==> config.mk <==
export PLATFORM = sky130hd
export DESIGN_NAME = bsre_ctrl
export DESIGN_NICKNAME = d
export VERILOG_FILES = /design/src/rtl/core/bsre_pkg.sv /design/src/rtl/core/bsre_word_unit.sv /design/src/rtl/core/bsre_ctrl.sv
export SDC_FILE = /design/constraint.sdc
export NUM_CORES = 1
export LEC_CHECK = 0
export BUFFER_PORTS_ARGS = -buffer_cell sky130_fd_sc_hd__buf_2
export CORE_ASPECT_RATIO = 0.5
export CORE_MARGIN = 2
export CORE_UTILIZATION = 29
export CTS_BUF_LIST = sky130_fd_sc_hd__clkbuf_4
export CTS_CLUSTER_DIAMETER = 120
export DETAILED_ROUTE_END_ITERATION = 6
export PLACE_DENSITY_LB_ADDON = 0.2
export SLEW_MARGIN = 5
export SYNTH_ARGS = -nofsm -noshare
export SYNTH_HDL_FRONTEND = slang
export SYNTH_SLANG_ARGS = --single-unit
==> constraint.sdc <==
create_clock -name clock -period 3.47 [get_ports clock]
set_input_delay 0.1735 -clock clock [delete_from_list [all_inputs] [get_ports clock]]
set_output_delay 0.1735 -clock clock [all_outputs]
set_load 0.02 [all_outputs]
==> src/rtl/core/bsre_pkg.sv <==
// ----------------------------------------------------------------------------
// Bitmap scan and range engine package
// Opcodes, register map, shared word-unit types and the leading-zero helper.
// ----------------------------------------------------------------------------
package bsre_pkg;

   localparam logic [1:0] OP_FIND_SET  = 2'd0;
   localparam logic [1:0] OP_FIND_ZERO = 2'd1;
   localparam logic [1:0] OP_CLR_RANGE = 2'd2;
   localparam logic [1:0] OP_SET_RANGE = 2'd3;

   localparam int unsigned WIDX_W = 11;

   localparam logic [31:0]       ALL_ONES    = 32'hFFFF_FFFF;
   localparam logic [4:0]        LAST_OFFSET = 5'h1F;
   localparam logic              REG_WORDS_IN_USE = 1'b0;
   localparam logic [WIDX_W-1:0] WORDS_RESET = 11'd1024;

   typedef struct packed {
      logic [1:0] op;
      logic [4:0] lo;
      logic [4:0] hi;
   } bsre_wcmd_type;

   typedef struct packed {
      logic        hit;
      logic [31:0] find_word;
      logic [31:0] wr_data;
      logic [4:0]  lzc;
   } bsre_wres_type;

   typedef struct packed {
      logic        found;
      logic [14:0] position;
      logic [15:0] bits_changed;
   } bsre_result_type;

   function automatic logic [4:0] lead_zeros(input logic [31:0] v);
      logic [31:0] w;
      logic [4:0]  n;
      w = v;
      n = 5'd0;
      if (w[31:16] == 16'd0) begin
         n[4] = 1'b1;
         w = {w[15:0], 16'd0};
      end
      if (w[31:24] == 8'd0) begin
         n[3] = 1'b1;
         w = {w[23:0], 8'd0};
      end
      if (w[31:28] == 4'd0) begin
         n[2] = 1'b1;
         w = {w[27:0], 4'd0};
      end
      if (w[31:30] == 2'd0) begin
         n[1] = 1'b1;
         w = {w[29:0], 2'd0};
      end
      if (w[31] == 1'b0) begin
         n[0] = 1'b1;
      end
      return n;
   endfunction

endpackage

==> src/rtl/core/bsre_word_unit.sv <==
// ----------------------------------------------------------------------------
// Bitmap word unit
// Builds the span mask of one word, tests it for a find and merges it for a
// clear or set, and counts leading zeros of a captured hit word.
// ----------------------------------------------------------------------------
module bsre_word_unit
   import bsre_pkg::*;
(
   input  bsre_wcmd_type cmd,
   input  logic [31:0]   rd_data,
   input  logic [31:0]   hit_word,
   output bsre_wres_type res
);

   logic [31:0] mask;
   logic [31:0] probe;

   always_comb begin
      mask  = (ALL_ONES >> cmd.lo) & (ALL_ONES << (LAST_OFFSET - cmd.hi));
      probe = (rd_data ^ {32{cmd.op == OP_FIND_ZERO}}) & mask;
      res.find_word = probe;
      res.hit       = |probe;
      if (cmd.op == OP_SET_RANGE) begin
         res.wr_data = rd_data | mask;
      end else begin
         res.wr_data = rd_data & ~mask;
      end
      res.lzc = lead_zeros(hit_word);
   end

endmodule

==> src/rtl/core/bsre_ctrl.sv <==
// ----------------------------------------------------------------------------
// Bitmap engine sequencer
// Clears the store after reset, plans each request and walks the words of
// its span one per cycle through the shared word unit.
// ----------------------------------------------------------------------------
module bsre_ctrl
   import bsre_pkg::*;
#(
   parameter int unsigned MAX_WORDS = 1024,
   parameter int unsigned AW        = 10
) (
   input  logic              clock,
   input  logic              reset,
   input  logic              req_valid,
   input  logic [1:0]        req_opcode,
   input  logic [14:0]       req_start_bit,
   input  logic [15:0]       req_bit_count,
   output logic              req_stall,
   input  logic [WIDX_W-1:0] words_in_use,
   input  logic              out_free,
   output logic              res_valid,
   output bsre_result_type   res,
   output logic              ram_wr_en,
   output logic [AW-1:0]     ram_wr_addr,
   output logic [31:0]       ram_wr_data,
   output logic [AW-1:0]     ram_rd_addr,
   input  logic [31:0]       ram_rd_data
);

   localparam logic [2:0] S_CLEAR  = 3'd0;
   localparam logic [2:0] S_IDLE   = 3'd1;
   localparam logic [2:0] S_PREP   = 3'd2;
   localparam logic [2:0] S_PLAN   = 3'd3;
   localparam logic [2:0] S_RUN    = 3'd4;
   localparam logic [2:0] S_LZC    = 3'd5;
   localparam logic [2:0] S_FINISH = 3'd6;

   localparam int unsigned       CLAMP   = (MAX_WORDS > 2047) ? 2047 : MAX_WORDS;
   localparam logic [WIDX_W-1:0] CLAMP_W = WIDX_W'(CLAMP);
   localparam logic [AW-1:0]     LAST_ADDR = AW'(MAX_WORDS - 1);

   logic [2:0]        state_ff, state_in;
   logic [AW-1:0]     clr_ff, clr_in;
   logic [1:0]        op_ff, op_in;
   logic [14:0]       start_ff, start_in;
   logic [15:0]       count_ff, count_in;
   logic              oor_ff, oor_in;
   logic [15:0]       avail_ff, avail_in;
   logic [15:0]       n_ff, n_in;
   logic [WIDX_W-1:0] last_ff, last_in;
   logic [4:0]        last_off_ff, last_off_in;
   logic [WIDX_W-1:0] rd_word_ff, rd_word_in;
   logic              dv_ff, dv_in;
   logic [WIDX_W-1:0] dw_ff, dw_in;
   logic [31:0]       hit_word_ff, hit_word_in;
   logic [WIDX_W-1:0] hit_idx_ff, hit_idx_in;
   bsre_result_type   res_ff, res_in;

   logic [WIDX_W-1:0] eff_words;
   logic [15:0]       limit_bits;
   logic [15:0]       last_bit;
   logic [WIDX_W-1:0] first_word;
   logic              is_range;
   logic              is_first;
   logic              is_last;
   logic              accept;
   logic              issue;
   bsre_wcmd_type     wcmd;
   bsre_wres_type     wres;

   bsre_word_unit u_word_unit (
      .cmd      (wcmd),
      .rd_data  (ram_rd_data),
      .hit_word (hit_word_ff),
      .res      (wres)
   );

   always_comb begin
      eff_words  = (words_in_use > CLAMP_W) ? CLAMP_W : words_in_use;
      limit_bits = {eff_words, 5'd0};
      last_bit   = {1'b0, start_ff} + n_ff - 16'd1;
      first_word = {1'b0, start_ff[14:5]};
      is_range   = (op_ff == OP_CLR_RANGE) || (op_ff == OP_SET_RANGE);
      is_first   = (dw_ff == first_word);
      is_last    = (dw_ff == last_ff);
      accept     = req_valid && !req_stall;
      issue      = (state_ff == S_RUN) && (rd_word_ff <= last_ff);
      wcmd.op    = op_ff;
      wcmd.lo    = is_first ? start_ff[4:0] : 5'd0;
      wcmd.hi    = (is_range && is_last) ? last_off_ff : LAST_OFFSET;
   end

   assign req_stall = (state_ff != S_IDLE);

   always_comb begin
      state_in    = state_ff;
      clr_in      = clr_ff;
      op_in       = op_ff;
      start_in    = start_ff;
      count_in    = count_ff;
      oor_in      = oor_ff;
      avail_in    = avail_ff;
      n_in        = n_ff;
      last_in     = last_ff;
      last_off_in = last_off_ff;
      rd_word_in  = rd_word_ff;
      dv_in       = issue;
      dw_in       = rd_word_ff;
      hit_word_in = hit_word_ff;
      hit_idx_in  = hit_idx_ff;
      res_in      = res_ff;
      ram_wr_en   = 1'b0;
      ram_wr_addr = AW'(dw_ff);
      ram_wr_data = wres.wr_data;
      if (issue) begin
         rd_word_in = rd_word_ff + 11'd1;
      end
      case (state_ff)
         S_CLEAR: begin
            ram_wr_en   = 1'b1;
            ram_wr_addr = clr_ff;
            ram_wr_data = 32'd0;
            clr_in      = clr_ff + 1'b1;
            if (clr_ff == LAST_ADDR) begin
               state_in = S_IDLE;
            end
         end
         S_IDLE: begin
            if (accept) begin
               op_in    = req_opcode;
               start_in = req_start_bit;
               count_in = req_bit_count;
               oor_in   = ({1'b0, req_start_bit} >= limit_bits);
               avail_in = limit_bits - {1'b0, req_start_bit};
               state_in = S_PREP;
            end
         end
         S_PREP: begin
            n_in     = (count_ff < avail_ff) ? count_ff : avail_ff;
            state_in = S_PLAN;
         end
         S_PLAN: begin
            res_in     = '0;
            rd_word_in = first_word;
            if (oor_ff || (is_range && (n_ff == 16'd0))) begin
               state_in = S_FINISH;
            end else begin
               last_in     = is_range ? last_bit[15:5] : (eff_words - 11'd1);
               last_off_in = last_bit[4:0];
               state_in    = S_RUN;
            end
         end
         S_RUN: begin
            if (dv_ff) begin
               if (is_range) begin
                  ram_wr_en = 1'b1;
                  if (is_last) begin
                     res_in.bits_changed = n_ff;
                     state_in            = S_FINISH;
                  end
               end else if (wres.hit) begin
                  hit_word_in = wres.find_word;
                  hit_idx_in  = dw_ff;
                  state_in    = S_LZC;
               end else if (is_last) begin
                  state_in = S_FINISH;
               end
            end
         end
         S_LZC: begin
            res_in.found    = 1'b1;
            res_in.position = {hit_idx_ff[9:0], wres.lzc};
            state_in        = S_FINISH;
         end
         S_FINISH: begin
            if (out_free) begin
               state_in = S_IDLE;
            end
         end
         default: begin
            state_in = S_IDLE;
         end
      endcase
   end

   always_ff @(posedge clock) begin
      if (reset) begin
         state_ff <= S_CLEAR;
         clr_ff   <= '0;
         dv_ff    <= 1'b0;
      end else begin
         state_ff <= state_in;
         clr_ff   <= clr_in;
         dv_ff    <= dv_in;
      end
      op_ff       <= op_in;
      start_ff    <= start_in;
      count_ff    <= count_in;
      oor_ff      <= oor_in;
      avail_ff    <= avail_in;
      n_ff        <= n_in;
      last_ff     <= last_in;
      last_off_ff <= last_off_in;
      rd_word_ff  <= rd_word_in;
      dw_ff       <= dw_in;
      hit_word_ff <= hit_word_in;
      hit_idx_ff  <= hit_idx_in;
      res_ff      <= res_in;
   end

   assign ram_rd_addr = AW'(rd_word_ff);
   assign res_valid   = (state_ff == S_FINISH);
   assign res         = res_ff;

   a_write_only_range: assert property (@(posedge clock) disable iff (reset)
      (state_ff == S_RUN && ram_wr_en) |-> is_range)
      else $error("store written during a find");

   a_issue_bound: assert property (@(posedge clock) disable iff (reset)
      (state_ff == S_RUN) |-> ({1'b0, rd_word_ff} <= ({1'b0, last_ff} + 12'd1)))
      else $error("read pointer ran past the span");

   a_data_in_span: assert property (@(posedge clock) disable iff (reset)
      (state_ff == S_RUN && dv_ff) |-> (dw_ff <= last_ff && dw_ff >= first_word))
      else $error("word in flight lies outside the span");

   a_result_kind: assert property (@(posedge clock) disable iff (reset)
      (state_ff == S_FINISH) |->
         ((res_ff.bits_changed == 16'd0 || is_range) && (!res_ff.found || !is_range)))
      else $error("result fields do not match the request kind");

endmodule

==> impl.org <==
** Timing
- The clock arrives with 26.3 ps of skew.
- For this run, the top clock speed supported by timing is 0.285 GHz.
- Setup repair after global routing could not meet its margin everywhere.
- Final cycle utilization of the critical path :: 1.01
- Final Hold Viols :: 0
- Subtracting the final worst setup slack from the clock period gives between 3000 and 4000 ps.
- Once routing completed, OpenROAD measured the worst setup slack at -36.0 ps.
- Min Hold Slack :: about 90 ps
- The max-slew violation count came to 0.
- Setup violations remaining at the end of the flow were counted as 32.
- Slew Limit Headroom :: 0.187
- At the pin with the least slew margin, the transition time is 1210 ps.

** Job
- Max cap viols :: 0

** Detailed routing
- Final ANT Viol Nets :: 0
- Iteration count of the initial detailed-routing pass :: 6
- For this run, design rule violations remaining after detail routing come to 0.
- Dividing the detail-routed wire length by the instance count gives 19.5 um.
- For this block, the routed nets add up to between 40,000 and 50,000 um of wire.
- Via count of the routed design :: about 11,000
- After detailed routing, the number of vias per cell comes to around 5.0.
- The first routing iteration left approximately 1,100 violations.

** Clock tree
- Post-CTS clock slew at the launch and capture registers of the worst setup and hold paths :: approximately 160 ps
- CTS tree :: built
- Counting the buffers created by CTS gives 17.
- In this run the clock root is driven by a sky130_fd_sc_hd__clkbuf_4.
- The clock passes through at most 2 buffers.
- Number of clock sinks seen by CTS :: 190
- CTS built an H-tree with a depth of 4.
- Clk_lat worst skew :: between 600 and 700 ps

** Yosys
- Number of enable flip-flop cells after synthesis :: 164
- Dividing the synthesized area by the synthesized cell count gives between 9 and 10 um2.
- After synthesis, the share of flip-flops with an asynchronous set or reset is 0.
- Summing every instance area after synthesis gives 12,400 um2.
- Cell taking the most area after synthesis :: sky130_fd_sc_hd__edfxtp_1
- The share of synthesized area in the top cell type comes to 0.397.
- Share of synthesized area occupied by flip-flops and latches :: 0.439
- When the netlist entered floorplanning its net count stood at around 1,400.
- Number of distinct library cells after synthesis :: 69
- By area the synthesized netlist is led by sky130_fd_sc_hd__edfxtp_1, sky130_fd_sc_hd__ha_1, sky130_fd_sc_hd__xnor2_1.
- Syn. warnings :: 0
- FF+latch count, synth :: 190
- The cell count after synthesis came out at 1,294.
- Primary flip-flop cell chosen by synthesis mapping :: sky130_fd_sc_hd__edfxtp_1

** Outcome
- Result of the run :: finished with violations
- The final reports fail on setup timing.

** Setup path
- Kind of critical path :: reg2reg
- At the worst endpoint, the arrival time is 3920 ps.
- In this run the worst path has a maximum fanout of 8.
- Cells along the critical path :: xnor2_4, nand3_2, nor4_4, buf_4, buf_12, buf_8, buf_6, a21o_1, o221ai_2, or4_4, a2111oi_4, nand2_2, and4b_4, clkbuf_16
- CP peak stage delay :: slightly below 600 ps
- Critical Path End Type :: flip-flop
- Data required time at the worst endpoint :: roughly 3900 ps
- The largest individual stage delay along the critical path comes from the cell sky130_fd_sc_hd__or4_4.
- The worst setup path is launched from a flip-flop.

** Min path
- The tightest min-delay check is of the in2reg type.

** Placement
- The HPWL after detailed placement is between 30,000 and 40,000 um.
- Buffers placed on the I/O ports in this run total roughly 170.
- At the end of routability-driven placement, the weighted congestion stood at 0.938.

** Power
- The share of total power dissipated in combinational logic is 0.087.
- Dividing total power by cell area gives a power density of between 200 and 300 nW/um2.
- Worst IR Drop VDD :: a little under 200 uV
- Net Sw Frac :: 0.256
- Post-route total power :: 4.16 mW
- For this design the total switching power over the nets is 1.07 mW.
- Internal power comes to between 3 and 4 mW.
- Clock share of power :: 0.318
- Summed over all cells, the static leakage comes to 6.49 nW.
- The share of total power dissipated in sequential elements is 0.595.

** GRT
- Number of global-route vias before repair :: approximately 11,000
- The first global-routing pass estimated approximately 63,000 um of wire.
- Pin count of the biggest net entering global routing :: 50
- For this run the aggregate overflow at the end of global routing stands at 0.
- Initial antenna violation count :: 1
- Global-route usage over all layers :: 0.190

** Floorplan
- After floorplanning, the core was divided into 53 placement rows.
- Overall die width :: about 300 um
- Core Footprint :: 42,100 um2
- The floorplan step set the die height to between 150 and 200 um.
- about 170 I/O pins were placed.
- Floorplan die area :: roughly 45,000 um2
- Initial cell density of the core :: 0.295

** Cells and area
- Fraction of final layout cells sized beyond drive strength 1 :: 0.236
- At the end of the flow, the number of nets in the layout was 1,746.
- Synth-to-layout area growth :: 27.1%
per-stage QoR:
step | util | setup WS [ps] | instances | TNS [ps] | area (um2)
3_3_place_gp | 0.345 | -218 | 2079 | -8830 | 14500
6_report | 0.375 | -36.0 | 2187 | -626 | 15800
3_5_place_dp | 0.345 | -98.3 | 2079 | -3900 | 14500
5_1_grt | 0.375 | -170 | 2187 | -5780 | 15800
2_1_floorplan | - | 194 | 1294 | 0 | 12400
4_1_cts | 0.368 | -5.56 | 2170 | -10.9 | 15500
flip-flops by register name, summed over array words and instances, names as in the netlist:
name	cells
dw_in	11
hit_word_ff	31
last_ff	11
op_ff	2
hit_idx_ff	10
count_ff	16
avail_ff	15
dw_ff	11
dv_ff	1
oor_ff	1
res	32
last_off_ff	5
n_ff	16
clr_ff	10
start_ff	15
state_ff	3
final timing paths:
| kind | cells past startpoint | end | from | slack [ps] |
|---|---|---|---|---|
| worst max-delay path | 14 | hit_word_ff[28]$_DFFE_PP_ | last_ff[4]$_DFFE_PP_ | -40 |
| worst min-delay path | 3 | hit_word_ff[5]$_DFFE_PP_ | ram_rd_data[5] | 90 |
| worst max register to register | 14 | hit_word_ff[28]$_DFFE_PP_ | last_ff[4]$_DFFE_PP_ | -40 |
| worst min register to register | 0 | dw_ff[10]$_DFF_P_ | dw_in[10]$_SDFFE_PP0P_ | 430 |
layer usage:
metal,GRT usage,share of wire,vias up
met5,0,0,-
met2,0.302,0.46,285
met4,0.0553,0.022,0
li1,-,-,5249
met1,0.269,0.48,5346
met3,0.0258,0.038,52
synth_stat cells (6+ instances only):
cell                       count
sky130_fd_sc_hd__o21bai_1      7
sky130_fd_sc_hd__clkbuf_1     44
sky130_fd_sc_hd__nor2_1      115
sky130_fd_sc_hd__nor2b_1      11
sky130_fd_sc_hd__mux2i_1      27
sky130_fd_sc_hd__nor3_1       13
sky130_fd_sc_hd__nor3b_1      18
sky130_fd_sc_hd__a222oi_1     18
sky130_fd_sc_hd__a211oi_1     13
sky130_fd_sc_hd__o21a_1        6
sky130_fd_sc_hd__buf_2         8
sky130_fd_sc_hd__nor4_1       20
sky130_fd_sc_hd__xnor2_1      79
sky130_fd_sc_hd__nand2b_1     12
sky130_fd_sc_hd__nand4_1      12
sky130_fd_sc_hd__buf_4        12
sky130_fd_sc_hd__a32oi_1      10
sky130_fd_sc_hd__and2_1       59
sky130_fd_sc_hd__a21oi_1      66
sky130_fd_sc_hd__ha_1         69
sky130_fd_sc_hd__a22oi_1       9
sky130_fd_sc_hd__a21o_1       24
sky130_fd_sc_hd__dfxtp_1      26
sky130_fd_sc_hd__nand3_1      65
sky130_fd_sc_hd__inv_1       125
sky130_fd_sc_hd__edfxtp_1    164
sky130_fd_sc_hd__nand2_1      76
sky130_fd_sc_hd__o21ai_0      66
sky130_fd_sc_hd__mux2_2       10
sky130_fd_sc_hd__xor2_1       20
sky130_fd_sc_hd__and3_1        7
power by group through the flow:
stage          logic [mW]  registers [mW]  clock network [mW]
2_1_floorplan       0.156            2.53                   0
3_3_place_gp        0.304            2.53                   0
3_5_place_dp        0.304            2.53                   0
4_1_cts             0.358            2.48                1.38
5_1_grt             0.392            2.48                1.45
6_report            0.362            2.48                1.32
repair_timing:
action | CTS | global route
endpoints found under the setup margin | 42 | 52
hold endpoints to repair | 82 | 0
buffers inserted | 1 | 13
hold buffers | 56 | 0
gates cloned | 2 | 3
pin swaps | 5 | 12
resized for setup | 9 | 31
cell usage in the layout, fill, tap and decap left out, types with 10 or more instances in the layout:
cell type / n
sky130_fd_sc_hd__a211oi_1: 12
sky130_fd_sc_hd__a21o_1: 24
sky130_fd_sc_hd__a21oi_1: 66
sky130_fd_sc_hd__a222oi_1: 18
sky130_fd_sc_hd__and2_1: 59
sky130_fd_sc_hd__buf_2: 166
sky130_fd_sc_hd__buf_4: 119
sky130_fd_sc_hd__clkbuf_4: 18
sky130_fd_sc_hd__dfxtp_1: 24
sky130_fd_sc_hd__dlygate4sd3_1: 56
sky130_fd_sc_hd__edfxtp_1: 164
sky130_fd_sc_hd__ha_1: 69
sky130_fd_sc_hd__inv_1: 125
sky130_fd_sc_hd__mux2_2: 10
sky130_fd_sc_hd__mux2i_1: 27
sky130_fd_sc_hd__nand2_1: 75
sky130_fd_sc_hd__nand2b_1: 12
sky130_fd_sc_hd__nand3_1: 63
sky130_fd_sc_hd__nand4_1: 12
sky130_fd_sc_hd__nor2_1: 114
sky130_fd_sc_hd__nor2b_1: 10
sky130_fd_sc_hd__nor3_1: 12
sky130_fd_sc_hd__nor3b_1: 16
sky130_fd_sc_hd__nor4_1: 20
sky130_fd_sc_hd__o21ai_0: 61
sky130_fd_sc_hd__xnor2_1: 75
sky130_fd_sc_hd__xor2_1: 20
worst max-delay path: cells and delay by family, from the launching register on:
family                 cells  cell delay (ps)
AND/OR/NAND/NOR            5             1300
AO/OA/AOI/OAI              3              580
buffers and inverters      5              690
flip-flops                 1              530
XOR/XNOR                   1              190
cell type report:
class	instances	area (um2)
clock buffers	18	135
multi-input cells	908	6360
well taps	577	722
repair buffers	352	2480
fillers	4265	26300
clock inverters	14	156
flip-flops and latches	190	5450
inverters	127	477
diodes	1	2.50
cell families after synthesis:
group	share of synthesized area
flip-flops	0.439
AND/OR/NAND/NOR	0.178
XOR/XNOR	0.0699
adder cells (fa/ha/maj)	0.0712
AO/OA/AOI/OAI	0.147
buffers and inverters	0.0643
multiplexers	0.0308
No activity file was read; power rests on OpenSTA's default activity.
